`src/rtl/core/mvrm_pkg.sv`:
```
// Shared types and constants of the multi-voice resampling mixer.
// Used by every module below rtl/core except mvrm_ram; depends on nothing.
package mvrm_pkg;

  localparam int VOICES       = 8;
  localparam int SAMPLE_WORDS = 65536;
  localparam int FRAC_BITS    = 16;

  localparam int VIDX_W  = (VOICES > 1) ? $clog2(VOICES) : 1;
  localparam int ADDR_W  = $clog2(SAMPLE_WORDS);
  localparam int LEN_W   = 17;
  localparam int GAIN_W  = 17;
  localparam int STEP_W  = 21;
  localparam int POS_W   = LEN_W + FRAC_BITS;
  localparam int CHK_W   = 26;
  localparam int MA_W    = 18;
  localparam int MB_W    = (FRAC_BITS + 1 > 18) ? FRAC_BITS + 1 : 18;
  localparam int PROD_W  = MA_W + MB_W;
  localparam int NUM_W   = PROD_W + 1;
  localparam int ACC_W   = 18 + $clog2(VOICES + 1);

  localparam logic [CHK_W-1:0]  SAMPLE_WORDS_C = CHK_W'(SAMPLE_WORDS);
  localparam logic [GAIN_W-1:0] UNITY_GAIN     = 17'd65536;

  // command codes
  localparam logic [2:0] CMD_MIX      = 3'd0;
  localparam logic [2:0] CMD_WRITE    = 3'd1;
  localparam logic [2:0] CMD_START    = 3'd2;
  localparam logic [2:0] CMD_STOP     = 3'd3;
  localparam logic [2:0] CMD_STOP_ALL = 3'd4;

  // result status codes
  localparam logic [1:0] ST_OK       = 2'd0;
  localparam logic [1:0] ST_NO_VOICE = 2'd1;
  localparam logic [1:0] ST_BAD_CLIP = 2'd2;

  // register indexes
  localparam logic CFG_OUT_CHANNELS  = 1'b0;
  localparam logic CFG_MASTER_VOLUME = 1'b1;

  // sample fetch phases: four reads, one trailing capture
  localparam logic [2:0] RD_LAST = 3'd4;

  typedef struct packed {
    logic [2:0]         command;
    logic [15:0]        sample_address;
    logic signed [15:0] sample_value;
    logic [16:0]        clip_frames;
    logic               clip_stereo;
    logic               loop_enable;
    logic [16:0]        voice_volume;
    logic [20:0]        step_ratio;
    logic [2:0]         voice_id;
  } in_t;

  typedef struct packed {
    logic signed [15:0] out_left;
    logic signed [15:0] out_right;
    logic [2:0]         assigned_voice;
    logic [1:0]         status;
  } out_t;

  typedef enum logic [3:0] {
    DP_NONE, DP_EXEC, DP_CHECK, DP_MOD, DP_READ, DP_MG, DP_MDL, DP_MDR,
    DP_MSL, DP_MSR, DP_ACC, DP_FIN
  } dp_op_e;

  typedef struct packed {
    dp_op_e            op;
    logic [VIDX_W-1:0] voice;
    logic [2:0]        phase;
  } dp_cmd_t;

  typedef struct packed {
    logic active;
    logic past_end;
    logic loop;
  } dp_status_t;

endpackage

```
`src/rtl/core/mvrm_ctrl.sv`:
```
// Mixer controller: request handshake, per-voice sequencing, result valid.
// Depends on mvrm_pkg.
module mvrm_ctrl (
  input  logic                 clk_i,
  input  logic                 rst_ni,
  input  logic                 in_valid_i,
  input  logic [2:0]           in_command_i,
  output logic                 in_stall_o,
  output logic                 out_valid_o,
  input  logic                 out_stall_i,
  input  mvrm_pkg::dp_status_t dp_st_i,
  output mvrm_pkg::dp_cmd_t    dp_cmd_o
);

  typedef enum logic [10:0] {
    S_IDLE  = 11'b00000000001,
    S_CHECK = 11'b00000000010,
    S_MOD   = 11'b00000000100,
    S_READ  = 11'b00000001000,
    S_MG    = 11'b00000010000,
    S_MDL   = 11'b00000100000,
    S_MDR   = 11'b00001000000,
    S_MSL   = 11'b00010000000,
    S_MSR   = 11'b00100000000,
    S_ACC   = 11'b01000000000,
    S_FIN   = 11'b10000000000
  } state_e;

  state_e                      state_q, state_d;
  logic [mvrm_pkg::VIDX_W-1:0] voice_q, voice_d;
  logic [2:0]                  phase_q, phase_d;
  logic                        out_valid_q, out_valid_d;
  logic                        accept, last_voice;

  assign in_stall_o  = (state_q != S_IDLE) || (out_valid_q && out_stall_i);
  assign accept      = in_valid_i && !in_stall_o;
  assign out_valid_o = out_valid_q;
  assign last_voice  = (voice_q == mvrm_pkg::VIDX_W'(mvrm_pkg::VOICES - 1));

  always_comb begin
    state_d        = state_q;
    voice_d        = voice_q;
    phase_d        = phase_q;
    out_valid_d    = out_valid_q && out_stall_i;
    dp_cmd_o.op    = mvrm_pkg::DP_NONE;
    dp_cmd_o.voice = voice_q;
    dp_cmd_o.phase = phase_q;
    unique case (state_q)
      S_IDLE: begin
        if (accept) begin
          dp_cmd_o.op = mvrm_pkg::DP_EXEC;
          if (in_command_i == mvrm_pkg::CMD_MIX) begin
            state_d = S_CHECK;
            voice_d = '0;
          end else begin
            out_valid_d = 1'b1;
          end
        end
      end
      S_CHECK: begin
        dp_cmd_o.op = mvrm_pkg::DP_CHECK;
        if (dp_st_i.active && !dp_st_i.past_end) begin
          state_d = S_READ;
          phase_d = '0;
        end else if (dp_st_i.active && dp_st_i.loop) begin
          state_d = S_MOD;
        end else if (last_voice) begin
          state_d = S_FIN;
        end else begin
          voice_d = voice_q + 1'b1;
        end
      end
      S_MOD: begin
        // subtract the clip span until the position falls inside
        if (dp_st_i.past_end) begin
          dp_cmd_o.op = mvrm_pkg::DP_MOD;
        end else begin
          state_d = S_READ;
          phase_d = '0;
        end
      end
      S_READ: begin
        dp_cmd_o.op = mvrm_pkg::DP_READ;
        if (phase_q == mvrm_pkg::RD_LAST) begin
          state_d = S_MG;
        end else begin
          phase_d = phase_q + 1'b1;
        end
      end
      S_MG: begin
        dp_cmd_o.op = mvrm_pkg::DP_MG;
        state_d     = S_MDL;
      end
      S_MDL: begin
        dp_cmd_o.op = mvrm_pkg::DP_MDL;
        state_d     = S_MDR;
      end
      S_MDR: begin
        dp_cmd_o.op = mvrm_pkg::DP_MDR;
        state_d     = S_MSL;
      end
      S_MSL: begin
        dp_cmd_o.op = mvrm_pkg::DP_MSL;
        state_d     = S_MSR;
      end
      S_MSR: begin
        dp_cmd_o.op = mvrm_pkg::DP_MSR;
        state_d     = S_ACC;
      end
      S_ACC: begin
        dp_cmd_o.op = mvrm_pkg::DP_ACC;
        if (last_voice) begin
          state_d = S_FIN;
        end else begin
          voice_d = voice_q + 1'b1;
          state_d = S_CHECK;
        end
      end
      S_FIN: begin
        // hold until the output register is free
        if (!out_valid_q || !out_stall_i) begin
          dp_cmd_o.op = mvrm_pkg::DP_FIN;
          out_valid_d = 1'b1;
          state_d     = S_IDLE;
        end
      end
      default: begin
        state_d = S_IDLE;
      end
    endcase
  end

  always_ff @(posedge clk_i or negedge rst_ni) begin
    if (!rst_ni) begin
      state_q     <= S_IDLE;
      voice_q     <= '0;
      phase_q     <= '0;
      out_valid_q <= 1'b0;
    end else begin
      state_q     <= state_d;
      voice_q     <= voice_d;
      phase_q     <= phase_d;
      out_valid_q <= out_valid_d;
    end
  end

endmodule

```
`config.mk`:
```
export PLATFORM = sky130hd
export DESIGN_NAME = mvrm_ctrl
export DESIGN_NICKNAME = d
export VERILOG_FILES = /design/src/rtl/core/mvrm_pkg.sv /design/src/rtl/core/mvrm_ctrl.sv
export SDC_FILE = /design/constraint.sdc
export NUM_CORES = 1
export LEC_CHECK = 0
export ABC_AREA = 1
export BUFFER_PORTS_ARGS = -buffer_cell sky130_fd_sc_hd__clkbuf_2
export CAP_MARGIN = 20
export CORE_AREA = 10 10 62 64
export DETAILED_ROUTE_END_ITERATION = 8
export DIE_AREA = 0 0 72 74
export PLACE_DENSITY = 0.74
export SYNTH_ARGS = -nofsm -noshare
export SYNTH_HDL_FRONTEND = slang
export SYNTH_SLANG_ARGS = --single-unit
```
`constraint.sdc`:
```
create_clock -name clk_i -period 1.9 [get_ports clk_i]
set_input_delay 0.095 -clock clk_i [delete_from_list [all_inputs] [get_ports clk_i]]
set_output_delay 0.095 -clock clk_i [all_outputs]
set_load 0.005 [all_outputs]
```
==> results of run 1 <==
==> stage by stage <==
| step | util [%] | hold WS (ps) |
|---|---|---|
| after CTS | 58.9 | 36.5 |
| after global placement | 57.0 | 79.6 |
| final | 63.7 | 47.7 |
| after detailed placement | 57.0 | 75.8 |
| after floorplan | - | -201 |
| after global routing | 63.7 | 60.0 |
==> timing repair <==
action | 4_1_cts | 5_1_grt
hold buffers | 1 | 0
pin swaps | 0 | 8
buffers inserted | 0 | 11
setup endpoints to repair | 3 | 4
hold endpoints to repair | 17 | 0
resized for setup | 2 | 15
==> cells by family (layout without fill, tap and decap cells) <==
kind of cell / Yosys count / in the layout / synth area share [%]
buffers and inverters: 43 / 80 / 11.7
AOI/OAI and AO/OA: 14 / 14 / 7.10
xor gates and xnor gates: 1 / 1 / 0.637
DFF: 18 / 18 / 32.8
and+or+nand+nor: 117 / 117 / 44.0
adders and majority gates: 4 / 4 / 3.64
==> layer usage <==
metal  wire length (microns)  part of all wire, %
met5                       0                    0
met4                      19                 0.57
met3                     100                  3.0
met2                    1680                   50
met1                    1530                   46
==> registers in the layout, summed over array words and instances (netlist names) <==
register	flops
voice_q	3
state_q	11
out_valid_o	1
phase_q	3
==> power breakdown <==
part	internal, mW	switching (mW)
Clock	0.117	0.134
Combinational	0.389	0.644
Sequential	0.468	0.0656
==> layout make-up <==
class                   count  share of cell area [%]
clock buffers               4                    2.14
multi-input cells         136                    47.3
flip-flops and latches     18                    26.6
inverters                  43                    9.96
repair buffers             33                    11.7
well taps                  31                    2.29
==> path summary, 6_finish.rpt <==
check	slack, ps	end	startpoint
setup / recovery	70	dp_cmd_o[6]	state_q[9]
hold reg to reg	550	phase_q[1]	phase_q[1]
min in group asynchronous	270	state_q[8]	rst_ni
hold / removal	50	out_valid_o	out_stall_i
setup reg to reg	280	phase_q[1]	state_q[7]
max in group asynchronous	1280	state_q[0]	rst_ni
==> cell usage after synthesis, drive strengths merged, types with 3 or more instances <==
cell and instances:
nand3 24, nand2 51, o21bai 3, nand4 5, ha 4, o21ai 5, nor3 5, inv 43
nor2 27, dfrtp 17
==> critical path: stages, from the launching register on <==
cell	delay [ps]
dfrtp_1	430
nor2_4	160
nand2_4	130
inv_6	90
nand2_2	80
nor2_4	150
nand2_4	90
o21ai_2	60
nor2_1	50
o21ai_0	60
buf_2	130
==> impl_metrics.py, run 1 <==
metrics = {
    "status": {
        "status": "completed",
    },
    "clock_network": {
        "clock_sinks": 18,
        "clk_latency_ps": 300,
        "clk_pin_slew_ps": 110,
        "cts_made_buffers": 3,
        "htree_levels": 1,
        "cts-root-buf": "clkbuf_4",
        "cts_buffer_depth": 2,
        "cts_tree": "yes",
    },
    "grt": {
        "grt_usage_pct": 12.1,
        "grt_pass1_wl_microns": 5330,
        "use_met2_pct": 21.3,
        "grt_pass1_vias": 1248,
        "grtUsageMet3_pct": 1.99,
        "grt_overflow": 0,
        "grt_max_degree": 19,
        "antenna_found_initial": 0,
        "met1_usage_pct": 14.6,
        "busiest_layer": "met2",
    },
    "synthesis": {
        "synthArstFlopShare_pct": 100,
        "yosys.area.top_type_share_pct": 30.9,
        "yosysWarnings": 0,
        "synth_seq_area_share_pct": 32.8,
        "syn-cell-area_sq_um": 1380,
        "yosys.cell_types.count": 29,
        "synth_edf_count": 0,
        "synthCells": 197,
        "ys_ff_latch": 18,
        "synth_area_per_cell_sq_um": 6.98,
        "yosys-top-cells-area": "dfrtp_1, nand2_1, inv_1",
        "synth.net_count": 211,
        "yosysTopAreaCell": "dfrtp_1",
        "synthFlopType": "dfrtp_1",
    },
    "route": {
        "ant_nets": 0,
        "wl_per_cell_microns": 12.6,
        "routed-via-count": 1311,
        "wirelength_microns": 3330,
        "drt-pass1-iter-count": 4,
        "viasPerCell": 4.95,
        "drtIter0Drc": 95,
        "drc": 0,
    },
    "floorplan": {
        "design.core.area_sq_um": 2660,
        "die_height_microns": 74,
        "die_area_sq_um": 5330,
        "boundaryPins": 22,
        "die_w_microns": 72,
        "rows": 19,
        "initial_core_util_pct": 51.6,
    },
    "critical_path": {
        "cp-end-kind": "output pin",
        "critPathMaxFanout": 5,
        "startpoint_type": "register",
        "worst_ep_required_time_ps": 1800,
        "critPathArrivalTime_ps": 1730,
        "crit_type": "register to output pin",
        "r2r_cells": 9,
    },
    "placement": {
        "place_congestion": 0.915,
        "dp.cells": 249,
        "post-place-ws_ps": 327,
        "place_hpwl_microns": 2530,
        "port_buffers": 21,
        "dpl-instance-area_sq_um": 1520,
    },
    "cells_and_area": {
        "finalNetCount": 249,
        "fin_area_sq_um": 1700,
        "regArea_sq_um": 452,
        "layout_commonest_cell": "nand2_1",
        "finalNonFillerCells": 265,
        "fill_cells": 261,
        "diodes": 0,
        "layout_common_cells": "nand2_1, inv_1, nand3_1",
        "area_growth_pct": 23.3,
        "drive_above_1_share_pct": 29.5,
        "multiInputGateArea_sq_um": 802,
    },
    "sta": {
        "slew_violations": 0,
        "layout_setup_ws_ps": 72.5,
        "clock_skew_ps": 1.16,
        "period_minus_slack_ps": 1830,
        "worstMarginPinSlew_ps": 509,
        "period_share_pct": 96.2,
        "fmax_mhz": 547,
        "setup_tns_ps": 0,
        "slew-limit-headroom_pct": 65.8,
        "final-hold-violation-count": 0,
        "setup_viol": 0,
    },
    "pwr": {
        "powerDensity_nw_per_um2": 1070,
        "total_power_mw": 1.82,
        "p_leak_nw": 1.04,
        "worst_ir_drop_vdd_v": 0.000877,
    },
    "hold_path": {
        "min_path_type": "input pin to register",
        "whs_path_depth": 3,
    },
    "run": {
        "maxCapViolations": 0,
    },
}
Power figures use the tool's default switching activity.
==> run 2, diff against run 1 <==
==> constraint.sdc (replaced) <==
create_clock -name clk_i -period 1.9 [get_ports clk_i]
set_input_delay 0.38 -clock clk_i [delete_from_list [all_inputs] [get_ports clk_i]]
set_output_delay 0.38 -clock clk_i [all_outputs]
set_load 0.005 [all_outputs]
==> impl_metrics.py, run 2 (same netlist as run 1, synthesis figures left out) <==
metrics = {
    "status": {
        "status": "finished with violations",
        "violations": "hold timing, setup timing",
    },
    "route": {
        "viasPerCell": 5.00,
        "drtIter0Drc": 57,
        "drt-pass1-iter-count": 4,
        "wirelength_microns": 3390,
        "wl_per_cell_microns": 12.2,
        "drc": 0,
        "ant_nets": 0,
        "routed-via-count": 1384,
    },
    "cells_and_area": {
        "largest_register_ffs": 11,
        "fill_cells": 226,
        "finalNetCount": 261,
        "diodes": 0,
        "regMostFlops": "state_q",
        "area_growth_pct": 33.7,
        "drive_above_1_share_pct": 34.1,
        "largest_registers": "state_q (11), phase_q (3), voice_q (3)",
        "layout_common_cells": "inv_1, nand2_1, buf_4",
    },
    "clock_network": {
        "cts_tree": "yes",
        "cts_buffer_depth": 2,
        "htree_levels": 1,
        "clk_pin_slew_ps": 110,
        "clock_sinks": 18,
        "clk_latency_ps": 310,
        "cts-root-buf": "clkbuf_4",
        "ctsHoldBuffers": 0,
        "cts_made_buffers": 3,
    },
    "sta": {
        "setup_tns_ps": -658,
        "period_minus_slack_ps": 2090,
        "whs_ps": -4.48,
        "slew-limit-headroom_pct": 67.2,
        "final-hold-violation-count": 9,
        "period_share_pct": 110,
        "setup_viol": 5,
        "fmax_mhz": 479,
        "worstMarginPinSlew_ps": 489,
        "rsz0062_at_grt": "true",
        "slew_violations": 0,
        "layout_setup_ws_ps": -189,
        "clock_skew_ps": 3.70,
    },
    "critical_path": {
        "critPathMaxFanout": 3,
        "worst_ep_required_time_ps": 1520,
        "crit_type": "register to output pin",
        "startpoint_type": "register",
        "critPathArrivalTime_ps": 1710,
        "r2r_cells": 11,
        "cp-end-kind": "output pin",
        "worst_r2r_startpoint": "state_q[0]",
        "r2r-end": "voice_q[0]",
        "r2r_slack_ps": 170,
    },
    "floorplan": {
        "rows": 19,
        "die_w_microns": 72,
        "die_height_microns": 74,
        "design.core.area_sq_um": 2660,
        "initial_core_util_pct": 51.6,
        "boundaryPins": 22,
        "die_area_sq_um": 5330,
    },
    "placement": {
        "place_congestion": 0.940,
        "place_hpwl_microns": 2470,
        "port_buffers": 21,
        "post-place-ws_ps": 63.4,
    },
    "grt": {
        "met1_usage_pct": 13.7,
        "grt_usage_pct": 13.0,
        "use_met2_pct": 23.5,
        "busiest_layer": "met2",
        "grtUsageMet3_pct": 3.19,
        "antenna_found_initial": 0,
        "grt_max_degree": 19,
        "grt_pass1_wl_microns": 5610,
        "grt_overflow": 0,
        "grt_pass1_vias": 1328,
    },
    "pwr": {
        "worst_ir_drop_vdd_v": 0.000898,
        "powerDensity_nw_per_um2": 1070,
        "p_leak_nw": 1.12,
    },
    "hold_path": {
        "min_path_type": "input pin to asynchronous set/reset pin",
    },
    "run": {
        "maxCapViolations": 0,
    },
}
-- run 2: changes by cell type in the layout (fill, tap and decap cells not counted), sizes merged --
cell	previous run	this run
buf	12	27
clkbuf	24	22
dlygate4sd3	1	0
-- run 2: what timing repair did --
| item | CTS | global route |
|---|---|---|
| pin swaps | 9 | 9 |
| endpoints found under the setup margin | 4 | 5 |
| hold endpoints to repair | 0 | 0 |
| resized for setup | 13 | 15 |
| buffers inserted | 14 | 7 |
| cloned | 0 | 0 |
-- run 2: worst max path at each step --
stage,end,cells past startpoint,start
after detailed placement,dp_cmd_o[9],7,state_q[6]
after global placement,dp_cmd_o[7],8,state_q[6]
after floorplan,dp_cmd_o[9],6,state_q[0]
final,dp_cmd_o[9],8,state_q[0]
after global routing,dp_cmd_o[7],8,state_q[6]
after CTS,dp_cmd_o[7],8,state_q[7]
-- run 2: final cells by class --
cell class / instances / area (sq um) / area share (%)
multi-input cells: 136 / 836 / 45.5
repair buffers: 45 / 308 / 16.7
flip-flops and latches: 18 / 453 / 24.6
inverters: 43 / 166 / 9.05
well taps: 31 / 38.8 / 2.11
clock buffers: 4 / 36.3 / 1.97
-- run 2: worst max-delay path: stages, from the launching register on --
cell	delay, ps
dfstp_2	570
nor2_4	40
nand2_2	110
nor2_4	50
buf_6	130
nand2_4	80
o21ai_4	50
or2_4	250
buf_6	110
-- run 2: layer usage --
metal	wire, microns	vias up
li1	-	719
met1	1460	631
met2	1690	25
met3	129	9
met4	102	0
met5	0	-
-- run 2: metrics by stage --
stage	cell area, sq um	utilization (%)	total power [mW]	std cells
2_1_floorplan	1380	-	1.24	197
3_3_place_gp	1540	57.9	1.51	252
3_5_place_dp	1540	57.9	1.52	252
4_1_cts	1720	64.5	1.84	270
5_1_grt	1840	69.0	2.16	277
6_report	1840	69.0	1.97	277
-- run 2: power breakdown --
| part | internal, mW | switching, mW | leakage (nW) |
|---|---|---|---|
| combinational | 0.493 | 0.683 | 0.862 |
| sequential | 0.469 | 0.0713 | 0.241 |
| clock | 0.117 | 0.134 | 0.0210 |
==> run 3, diff against run 2 <==
--- a/config.mk
+++ b/config.mk
@@ -11,7 +11,8 @@
 export CORE_AREA = 10 10 62 64
 export DETAILED_ROUTE_END_ITERATION = 8
 export DIE_AREA = 0 0 72 74
-export PLACE_DENSITY = 0.74
+export MAX_ROUTING_LAYER = met4
+export PLACE_DENSITY = 0.81
 export SYNTH_ARGS = -nofsm -noshare
 export SYNTH_HDL_FRONTEND = slang
 export SYNTH_SLANG_ARGS = --single-unit
==> impl_metrics.py, run 3 (same netlist as run 1, synthesis figures left out) <==
metrics = {
    "pwr": {
        "powerDensity_nw_per_um2": 1080,
        "worst_ir_drop_vdd_v": 0.000713,
        "internal_power_mw": 1.05,
        "p_switching_uw": 938,
        "p_seq_share_pct": 27.4,
        "power_frac_comb_pct": 61.7,
        "swShare_pct": 47.2,
        "p_leak_nw": 1.10,
        "total_power_mw": 1.99,
        "clkPwrFrac_pct": 10.9,
    },
    "sta": {
        "setup_viol": 4,
        "final-hold-violation-count": 0,
        "slew-limit-headroom_pct": 65.3,
        "period_share_pct": 108,
        "fmax_mhz": 486,
        "period_minus_slack_ps": 2060,
        "rsz0062_at_grt": "true",
        "slew_violations": 0,
        "whs_ps": 4.30,
        "setup_tns_ps": -502,
        "worstMarginPinSlew_ps": 517,
        "clock_skew_ps": 4.01,
        "layout_setup_ws_ps": -159,
    },
    "cells_and_area": {
        "drive_above_1_share_pct": 36.7,
        "layout_common_cells": "inv_1, nand2_1, buf_4",
        "layout_commonest_cell": "inv_1",
        "largest_register_ffs": 11,
        "fin_util_pct": 68.9,
        "largest_registers": "state_q (11), phase_q (3), voice_q (3)",
        "diodes": 0,
        "fill_cells": 235,
        "regMostFlops": "state_q",
        "area_growth_pct": 33.4,
        "finalNetCount": 260,
    },
    "placement": {
        "place_congestion": 0.905,
        "post-place-ws_ps": 73.9,
        "place_hpwl_microns": 2620,
        "port_buffers": 21,
    },
    "status": {
        "status": "finished with violations",
        "violations": "setup timing",
    },
    "floorplan": {
        "initial_core_util_pct": 51.6,
        "die_area_sq_um": 5330,
        "die_w_microns": 72,
        "design.core.area_sq_um": 2660,
        "rows": 19,
        "die_height_microns": 74,
        "boundaryPins": 22,
    },
    "critical_path": {
        "cp-end-kind": "output pin",
        "worst_ep_required_time_ps": 1520,
        "r2r-end": "phase_q[1]",
        "startpoint_type": "register",
        "r2r_cells": 13,
        "worst_r2r_startpoint": "state_q[8]",
        "crit_type": "register to output pin",
        "critPathArrivalTime_ps": 1680,
        "r2r_slack_ps": 200,
        "critPathMaxFanout": 4,
    },
    "route": {
        "wl_per_cell_microns": 13.7,
        "drt-pass1-iter-count": 5,
        "ant_nets": 0,
        "drtIter0Drc": 46,
        "wirelength_microns": 3770,
        "viasPerCell": 5.27,
        "drc": 0,
        "routed-via-count": 1454,
    },
    "grt": {
        "grt_usage_pct": 14.0,
        "grt_pass1_wl_microns": 5990,
        "antenna_found_initial": 0,
        "grt_pass1_vias": 1419,
        "grt_overflow": 0,
        "grt_max_degree": 19,
    },
    "run": {
        "maxCapViolations": 0,
    },
    "clock_network": {
        "cts_tree": "yes",
        "ctsHoldBuffers": 0,
        "htree_levels": 1,
        "clk_latency_ps": 310,
        "clock_sinks": 18,
        "cts-root-buf": "clkbuf_4",
        "clk_pin_slew_ps": 110,
        "cts_buffer_depth": 2,
        "cts_made_buffers": 3,
    },
    "hold_path": {
        "min_path_type": "input pin to asynchronous set/reset pin",
    },
}
## run 3: area by class of cell
type / instances / area (sq um) / share of cell area (%)
tap: 31 / 38.8 / 2.11
timing repair buffer: 44 / 288 / 15.7
multi-input combinational: 136 / 863 / 47.1
clock buffer: 4 / 26.3 / 1.43
sequential: 18 / 452 / 24.6
inverter: 43 / 166 / 9.07
## run 3: power groups by stage
| stage | clock network, mW | registers, mW | logic, mW |
|---|---|---|---|
| global route | 0.232 | 0.555 | 1.37 |
| global placement | 0 | 0.532 | 0.956 |
| detailed placement | 0 | 0.539 | 0.968 |
| finish | 0.217 | 0.545 | 1.23 |
| floorplan | 0 | 0.530 | 0.711 |
| CTS | 0.214 | 0.532 | 1.08 |
## run 3: critical path, cell delays in order, from the launching register on
cell     delay [ps]
dfrtp_1         420
nor2_2          160
nand2_4         120
nor2_4          180
nand3_2         110
o21ai_2         140
nor2_1           60
nand3_1          70
buf_2           110
## run 3: repair_timing
action	in CTS	in global routing
pin swaps	10	16
setup buffers	14	6
gates resized for setup	18	20
setup endpoints to repair	4	5
## run 3: how the worst max path moves through the flow
stage                           from     endpoint  slack (ps)
after floorplan           state_q[0]  dp_cmd_o[9]         320
after global placement    state_q[6]  dp_cmd_o[7]          50
after detailed placement  state_q[2]  dp_cmd_o[7]          70
after CTS                 state_q[7]  dp_cmd_o[7]        -130
after global routing      state_q[8]  dp_cmd_o[6]        -260
final                     state_q[5]  dp_cmd_o[7]        -160
## run 3: per-stage QoR
stage          instance area [sq um]  std cells
2_1_floorplan                   1380        197
3_3_place_gp                    1540        252
3_5_place_dp                    1540        252
4_1_cts                         1720        270
5_1_grt                         1830        276
6_report                        1830        276
## run 3: per-layer routing
layer | up-vias | part of all wire (%) | track usage (%) | routed length, microns
li1 | 721 | - | - | -
met1 | 684 | 40 | 15.7 | 1500
met2 | 33 | 54 | 24.7 | 2040
met3 | 16 | 2.7 | 2.53 | 101
met4 | 0 | 3.6 | 4.52 | 136
met5 | - | 0 | - | 0
